## config.mk

```make
export PLATFORM = sky130hd
export DESIGN_NAME = tree_barrier_arrival_top
export DESIGN_NICKNAME = d
export VERILOG_FILES = /design/src/design/tba_pkg.sv /design/src/design/tba_table.sv /design/src/design/tree_barrier_arrival_top.sv
export VERILOG_INCLUDE_DIRS = /design/src /design/src/design
export SDC_FILE = /design/constraint.sdc
export NUM_CORES = 2
export LEC_CHECK = 0
export BUFFER_PORTS_ARGS = -buffer_cell sky130_fd_sc_hd__buf_2
export CAP_MARGIN = 20
export CORE_MARGIN = 1.5
export CORE_UTILIZATION = 62
export CTS_CLUSTER_DIAMETER = 50
export DETAILED_ROUTE_END_ITERATION = 16
export GPL_TIMING_DRIVEN = 0
export PLACE_DENSITY = 0.78
export SETUP_SLACK_MARGIN = 0.15
export SKIP_CTS_REPAIR_TIMING = 1
export SLEW_MARGIN = 15
export SYNTH_ARGS = -nofsm -noshare
export SYNTH_HDL_FRONTEND = slang
export SYNTH_HIERARCHICAL = 1
export SYNTH_SLANG_ARGS = --single-unit
```

## constraint.sdc

```tcl
create_clock -name clk_i -period 19.8 [get_ports clk_i]
set_input_delay 0.99 -clock clk_i [delete_from_list [all_inputs] [get_ports clk_i]]
set_output_delay 0.99 -clock clk_i [all_outputs]
set_load 0.05 [all_outputs]
```

## src/design/tree_barrier_arrival_top_macros.svh

```systemverilog
// ---------------------------------------------------------------------------
// Tree barrier arrival: assertion macros
// Shared concurrent assertion shorthands, clocked on clk_i, reset on rst_ni.
// ---------------------------------------------------------------------------
`ifndef TREE_BARRIER_ARRIVAL_TOP_MACROS_SVH
`define TREE_BARRIER_ARRIVAL_TOP_MACROS_SVH

// ante implies cons on the same edge
`define TBA_ASSERT_IMPL(name, ante, cons) \
  name: assert property (@(posedge clk_i) disable iff (!rst_ni) (ante) |-> (cons)) \
    else $error("tba assertion failed");

// cond never holds
`define TBA_ASSERT_NEVER(name, cond) \
  name: assert property (@(posedge clk_i) disable iff (!rst_ni) !(cond)) \
    else $error("tba assertion failed");

`endif

```

## src/design/tba_pkg.sv

```systemverilog
// ---------------------------------------------------------------------------
// Tree barrier arrival: package
// Sizes, widths and the ticket table write request type.
// ---------------------------------------------------------------------------
package tba_pkg;

  localparam int MaxParticipants = 64;
  localparam int MaxRounds       = 6;
  localparam int NodeCount       = (MaxParticipants + 1) / 2;
  localparam int TableDepth      = NodeCount * MaxRounds;

  localparam int AddrW   = $clog2(TableDepth);
  localparam int CntW    = $clog2(NodeCount + 1);
  localparam int RemW    = $clog2(MaxParticipants + 1);
  localparam int RoundW  = $clog2(MaxRounds + 1);
  localparam int PhaseW  = 8;
  localparam int SlotInW = 5;
  localparam int PartW   = 7;

  typedef struct packed {
    logic              en;
    logic [AddrW-1:0]  addr;
    logic [PhaseW-1:0] data;
  } tba_wr_t;

endpackage

```

## src/design/tba_table.sv

```systemverilog
// ---------------------------------------------------------------------------
// Tree barrier arrival: ticket table
// Synchronous ticket phase memory with registered read data. Per-entry valid
// flops make unwritten entries read as zero right after reset.
// ---------------------------------------------------------------------------
module tba_table (
  input  logic                          clk_i,
  input  logic                          rst_ni,
  input  logic                          rd_en_i,
  input  logic [tba_pkg::AddrW-1:0]     rd_addr_i,
  output logic [tba_pkg::PhaseW-1:0]    rd_data_o,
  input  tba_pkg::tba_wr_t              wr_i
);

  logic [tba_pkg::PhaseW-1:0]     mem [tba_pkg::TableDepth];
  logic [tba_pkg::TableDepth-1:0] vld_q;
  logic [tba_pkg::PhaseW-1:0]     rd_data_q;
  logic                           rd_vld_q;

  always_ff @(posedge clk_i) begin
    if (wr_i.en) begin
      mem[wr_i.addr] <= wr_i.data;
    end
    if (rd_en_i) begin
      rd_data_q <= mem[rd_addr_i];
    end
  end

  always_ff @(posedge clk_i or negedge rst_ni) begin
    if (!rst_ni) begin
      vld_q    <= '0;
      rd_vld_q <= 1'b0;
    end else begin
      if (wr_i.en) begin
        vld_q[wr_i.addr] <= 1'b1;
      end
      if (rd_en_i) begin
        rd_vld_q <= vld_q[rd_addr_i];
      end
    end
  end

  assign rd_data_o = rd_vld_q ? rd_data_q : '0;

endmodule

```

## src/design/tree_barrier_arrival_top.sv

```systemverilog
// ---------------------------------------------------------------------------
// Tree barrier arrival: top level
// Each probe is a table read (StEval), then a check and write back (StChk).
// An arrival goes to StFin from StChk on a claim or an exhausted round, and
// from StEval when it completes or hits the round limit; input is ready the
// cycle after StFin loads its result beat. A result beat waiting
// downstream holds the next walk at its end. Reset clears control and table
// valid flops (table reads zero), no clear pass; participants resets to 64.
// ---------------------------------------------------------------------------
module tree_barrier_arrival_top (
  input  logic        clk_i,
  input  logic        rst_ni,
  input  logic        cfg_valid_i,
  output logic        cfg_ready_o,
  input  logic [6:0]  cfg_data_i,     // participants
  input  logic        s_axis_tvalid,
  output logic        s_axis_tready,
  input  logic [15:0] s_axis_tdata,   // [4:0] start_slot, [12:5] phase, pad
  output logic        m_axis_tvalid,
  input  logic        m_axis_tready,
  output logic [7:0]  m_axis_tdata    // [0] completed, [1] overrun, pad
);

  `include "tree_barrier_arrival_top_macros.svh"

  localparam logic [1:0] StIdle = 2'd0;
  localparam logic [1:0] StEval = 2'd1;
  localparam logic [1:0] StChk  = 2'd2;
  localparam logic [1:0] StFin  = 2'd3;

  logic [1:0]                    st_q, st_d;
  logic [tba_pkg::PartW-1:0]     part_q;
  logic [tba_pkg::RemW-1:0]      rem_q, rem_d;
  logic [tba_pkg::CntW-1:0]      slot_q, slot_d;
  logic [tba_pkg::CntW-1:0]      probe_q, probe_d;
  logic [tba_pkg::RoundW-1:0]    round_q, round_d;
  logic [tba_pkg::PhaseW-1:0]    phase_q, phase_d;
  logic                          res_cmp_q, res_cmp_d;
  logic                          res_ovr_q, res_ovr_d;
  logic                          out_vld_q, out_vld_d;
  logic                          out_cmp_q, out_cmp_d;
  logic                          out_ovr_q, out_ovr_d;

  logic [tba_pkg::SlotInW-1:0]   in_slot;
  logic [tba_pkg::PhaseW-1:0]    in_phase;
  logic [tba_pkg::RemW-1:0]      rem0;
  logic [tba_pkg::CntW-1:0]      end0;
  logic [tba_pkg::CntW-1:0]      round_nodes;
  logic [tba_pkg::PhaseW-1:0]    claim_ph, done_ph, tkt;
  logic [tba_pkg::AddrW-1:0]     addr;
  logic                          odd_last, rd_en;
  tba_pkg::tba_wr_t              wr;

  assign in_slot  = s_axis_tdata[4:0];
  assign in_phase = s_axis_tdata[12:5];

  assign rem0 = (32'(part_q) > 32'(tba_pkg::MaxParticipants)) ?
                tba_pkg::RemW'(tba_pkg::MaxParticipants) : tba_pkg::RemW'(part_q);
  assign end0        = tba_pkg::CntW'((32'(rem0) + 32'd1) >> 1);
  assign round_nodes = tba_pkg::CntW'((32'(rem_q) + 32'd1) >> 1);

  assign claim_ph = phase_q + tba_pkg::PhaseW'(1);
  assign done_ph  = phase_q + tba_pkg::PhaseW'(2);
  assign addr = tba_pkg::AddrW'(32'(slot_q) * tba_pkg::MaxRounds + 32'(round_q));
  assign odd_last = (32'(slot_q) + 32'd1 == 32'(round_nodes)) && rem_q[0];

  assign cfg_ready_o   = 1'b1;
  assign s_axis_tready = (st_q == StIdle);
  assign m_axis_tvalid = out_vld_q;
  assign m_axis_tdata  = {6'b0, out_ovr_q, out_cmp_q};

  tba_table u_table (
    .clk_i     (clk_i),
    .rst_ni    (rst_ni),
    .rd_en_i   (rd_en),
    .rd_addr_i (addr),
    .rd_data_o (tkt),
    .wr_i      (wr)
  );

  always_comb begin
    st_d      = st_q;
    rem_d     = rem_q;
    slot_d    = slot_q;
    probe_d   = probe_q;
    round_d   = round_q;
    phase_d   = phase_q;
    res_cmp_d = res_cmp_q;
    res_ovr_d = res_ovr_q;
    out_vld_d = out_vld_q & ~m_axis_tready;
    out_cmp_d = out_cmp_q;
    out_ovr_d = out_ovr_q;
    rd_en     = 1'b0;
    wr.en     = 1'b0;
    wr.addr   = addr;
    wr.data   = done_ph;

    case (st_q)
      StIdle: begin
        if (s_axis_tvalid) begin
          rem_d     = rem0;
          slot_d    = ((tba_pkg::CntW + 5)'(in_slot) < (tba_pkg::CntW + 5)'(end0)) ?
                      tba_pkg::CntW'(in_slot) : '0;
          probe_d   = '0;
          round_d   = '0;
          phase_d   = in_phase;
          res_cmp_d = 1'b0;
          res_ovr_d = 1'b0;
          st_d      = StEval;
        end
      end
      StEval: begin
        if (rem_q <= tba_pkg::RemW'(1)) begin
          res_cmp_d = 1'b1;
          st_d      = StFin;
        end else if (round_q >= tba_pkg::RoundW'(tba_pkg::MaxRounds)) begin
          res_ovr_d = 1'b1;
          st_d      = StFin;
        end else begin
          rd_en = 1'b1;
          st_d  = StChk;
        end
      end
      StChk: begin
        if ((odd_last && tkt == phase_q) || (!odd_last && tkt == claim_ph)) begin
          wr.en   = 1'b1;
          wr.data = done_ph;
          rem_d   = tba_pkg::RemW'(round_nodes);
          slot_d  = slot_q >> 1;
          probe_d = '0;
          round_d = round_q + tba_pkg::RoundW'(1);
          st_d    = StEval;
        end else if (!odd_last && tkt == phase_q) begin
          wr.en   = 1'b1;
          wr.data = claim_ph;
          st_d    = StFin;
        end else if (32'(probe_q) + 32'd1 >= 32'(round_nodes)) begin
          res_ovr_d = 1'b1;
          st_d      = StFin;
        end else begin
          slot_d  = (32'(slot_q) + 32'd1 >= 32'(round_nodes)) ? '0 :
                    slot_q + tba_pkg::CntW'(1);
          probe_d = probe_q + tba_pkg::CntW'(1);
          st_d    = StEval;
        end
      end
      StFin: begin
        if (!out_vld_q || m_axis_tready) begin
          out_vld_d = 1'b1;
          out_cmp_d = res_cmp_q;
          out_ovr_d = res_ovr_q;
          st_d      = StIdle;
        end
      end
      default: begin
        st_d = StIdle;
      end
    endcase
  end

  always_ff @(posedge clk_i or negedge rst_ni) begin
    if (!rst_ni) begin
      st_q      <= StIdle;
      part_q    <= tba_pkg::PartW'(64);
      out_vld_q <= 1'b0;
    end else begin
      st_q      <= st_d;
      out_vld_q <= out_vld_d;
      if (cfg_valid_i) begin
        part_q <= cfg_data_i;
      end
    end
  end

  always_ff @(posedge clk_i) begin
    rem_q     <= rem_d;
    slot_q    <= slot_d;
    probe_q   <= probe_d;
    round_q   <= round_d;
    phase_q   <= phase_d;
    res_cmp_q <= res_cmp_d;
    res_ovr_q <= res_ovr_d;
    out_cmp_q <= out_cmp_d;
    out_ovr_q <= out_ovr_d;
  end

  `TBA_ASSERT_IMPL(a_slot_in_round, (st_q == StChk), (slot_q < round_nodes))
  `TBA_ASSERT_IMPL(a_wr_step, wr.en, (wr.data == claim_ph || wr.data == done_ph))
  `TBA_ASSERT_NEVER(a_res_excl, (out_vld_q && out_cmp_q && out_ovr_q))
  `TBA_ASSERT_IMPL(a_wr_after_rd, wr.en, (st_q == StChk && $past(rd_en)))

endmodule
```

==> qor.yml <==
outcome: "completed"
layout.core_utilization: 0.7118
total_number_of_yosys_warnings: 6
synth.avg_cell_area_um2: 20.26
cts_tree: "done"
synthArstFlopShare: 0.1140
finalMaxSlewViolations: 0
timing.critical_path.from_type: "flop"
relSlewSlack: 0.06790
gpl.final_weighted_congestion: 0.9641
wire_per_inst_um: 35.47
synth-edff-count: 1578
max_clock_freq_ghz: 0.1521
detail_route.iter0.violations: 6321
worst_ep_arrival_time_ns: 6.97
crit_path_launch: "rem_q[0]"
die-width_um: 340.0
clk_root_buffer_cell: "sky130_fd_sc_hd__clkbuf_16"
worst_setup_hold_path_clk_slew_ns: 0.06
floorplan.die.height_um: 340.0
data_required_time_at_the_worst_endpoint_ns: 20.19
report.final.setup_viol: 0
ff_latch_area_um2: 52470
routed_wirelength_mm: 193.5
ys_seq_elements: 1781
placement.io_buffers: 27
clk-insertion-delay-late_ns: 0.80
finish.instance_area_um2: 80080
worst-r2r-cell-count: 14
r2r-start: "rem_q[0]"
area_of_the_multi_input_gates_um2: 17010
mappedNetlistArea_um2: 70410
crit_fanout: 10
grt_start_max_net_pins: 96
hp-class: "input pin to asynchronous set/reset pin"
final_antenna_net_count: 0
grt_first_pass_wirelength_mm: 276.7
design.final.nets: 3853
io_pins: 39
initial_antenna_violation_count: 8
grt_setup_unrepaired: "false"
dp_cells: 5102
finalCriticalPeriod_ns: 6.575
fp-row-count: 123
worst_setup_path_end_kind: "flop"
timing.critical_path.cells: "ha_1 -> and3_1 -> xnor2_1 -> ha_1 -> nand3_1 -> nor3_1 -> nor4_2 -> o2111ai_2 -> buf_2 -> a21oi_1 -> clkbuf_1 -> buf_1 -> nand3_1 -> nor2_1"
count_of_endpoints_failing_hold_in_the_final_timing_report: 0
area.growth.synth_to_final_pct: 13.74
coreArea_um2: 112500
worst_path_largest_cell_delay_ns: 1.20
tritoncts_sink_count: 1781
initial_utilization: 0.6258
drt_pre_antenna_iters: 7
post-route-drc-count: 0
overall_fraction_of_global_route_tracks_in_use: 0.3412
clock_tree.htree_level_count: 4
crit_type: "flop to flop"
postSynthCellCount: 3475
place_area_um2: 74080
max_slew.worst_pin.slew_ns: 1.380
timing.max_cap.violations: 0
fill_cells: 6272
drive_gt1_frac: 0.2985
final-instance-count-excl-fill: 5454
via_count: 38440
vias_per_cell: 7.047
final_min_period_over_clock_period: 0.3321
grt-ovfl-total: 0
die_area_um2: 115600
seq_area_frac_synth: 0.7452
cts_made_buffers: 173
worst_hold_margin_ns: 0.03944
layout_commonest_cell: "sky130_fd_sc_hd__edfxtp_1"
postSynth.topFlopCell: "sky130_fd_sc_hd__edfxtp_1"
clock_skew_ns: 0.04024
vias_in_the_first_global_route: 38420
layout_common_cells: "sky130_fd_sc_hd__edfxtp_1 (1578), sky130_fd_sc_hd__mux4_2 (465), sky130_fd_sc_hd__nor2_1 (214)"
ctsLongestPathBuffers: 3
ys_types: 62
post-dp-hpwl_mm: 126.6
crit_path_top_delay_cell: "sky130_fd_sc_hd__nor2_1"
==> flip-flops by register name (all words and copies together), names as in the netlist, 2 cells and up <==
register           cells
u_table/mem         1536
u_table/vld_q        192
phase_q                8
u_table/rd_data_q      8
part_q                 7
rem_q                  7
probe_q                6
slot_q                 6
round_q                3
st_q                   2
==> worst max-delay path: cells and delay by family, from the launching register on <==
family,cells,cell delay (ns)
AO/OA/AOI/OAI,2,0.71
XOR/XNOR,1,0.39
adder cells (fa/ha/maj),2,0.62
buffers and inverters,3,1.04
flip-flops,1,0.49
AND/OR/NAND/NOR,6,2.90
==> layer usage <==
layer	GRT usage	routed length, um
met1	0.4457	65220
met2	0.5143	89390
met3	0.1185	26910
met4	0.1773	11900
met5	0	33
==> cells by family (layout without fill, tap and decap cells) <==
family / Yosys count / after routing / share of synthesized area
other: 2 / 21 / 0.0001067
xor gates and xnor gates: 46 / 46 / 0.005829
DFF: 1781 / 1781 / 0.7452
and+or+nand+nor: 599 / 599 / 0.04366
adders and majority gates: 37 / 37 / 0.006789
buffers and inverters: 205 / 665 / 0.01505
muxes: 487 / 487 / 0.1521
AOI/OAI and AO/OA: 318 / 318 / 0.03128
==> cells in the mapped netlist (all sizes together), types with 10 or more instances <==
cell | count | share of area
a21oi | 87 | 0.0062
a22oi | 138 | 0.015
and2 | 17 | 0.0015
buf | 110 | 0.010
clkbuf | 79 | 0.0042
dfrtp | 202 | 0.072
edfxtp | 1578 | 0.67
ha | 35 | 0.0062
inv | 15 | 0.00080
mux2 | 12 | 0.0019
mux2i | 10 | 0.0014
mux4 | 465 | 0.15
nand2 | 43 | 0.0023
nand2b | 15 | 0.0013
nand3 | 50 | 0.0036
nand4 | 12 | 0.0011
nor2 | 215 | 0.011
nor2b | 25 | 0.0022
o211ai | 10 | 0.0011
o21ai | 11 | 0.00078
o41ai | 16 | 0.0020
or2 | 198 | 0.018
xnor2 | 30 | 0.0037
xor2 | 16 | 0.0021
==> path summary, 6_finish.rpt <==
| check | to | slack [ns] |
|---|---|---|
| min | u_table/vld_q[155] | 0.04 |
| max reg2reg | u_table/mem[6][7] | 13.22 |
| max in group asynchronous | u_table/vld_q[97] | 18.48 |
| min reg2reg | out_cmp_q | 0.43 |
| max | u_table/mem[6][7] | 13.22 |
| min in group clk_i | phase_q[1] | 0.36 |
==> metrics by stage <==
step | setup slack, ns | setup TNS (ns)
6_report | 13.22 | 0
5_1_grt | 13.09 | 0
4_1_cts | 13.50 | 0
3_5_place_dp | 13.56 | 0
3_3_place_gp | -1.455 | -271.52
2_1_floorplan | 8.652 | 0
==> area by class of cell <==
cell class              count  area share
diodes                     14   0.0004375
plain buffers             189     0.01255
clock buffers             253     0.06251
clock inverters            74     0.01091
inverters                  16   0.0007500
multi-input cells        1494      0.2125
flip-flops and latches   1781      0.6552
well taps                1500     0.02344
repair buffers            133     0.02178
Power is not shown: default switching activity piles up to over one toggle a cycle in this logic, so the estimate is an artifact.
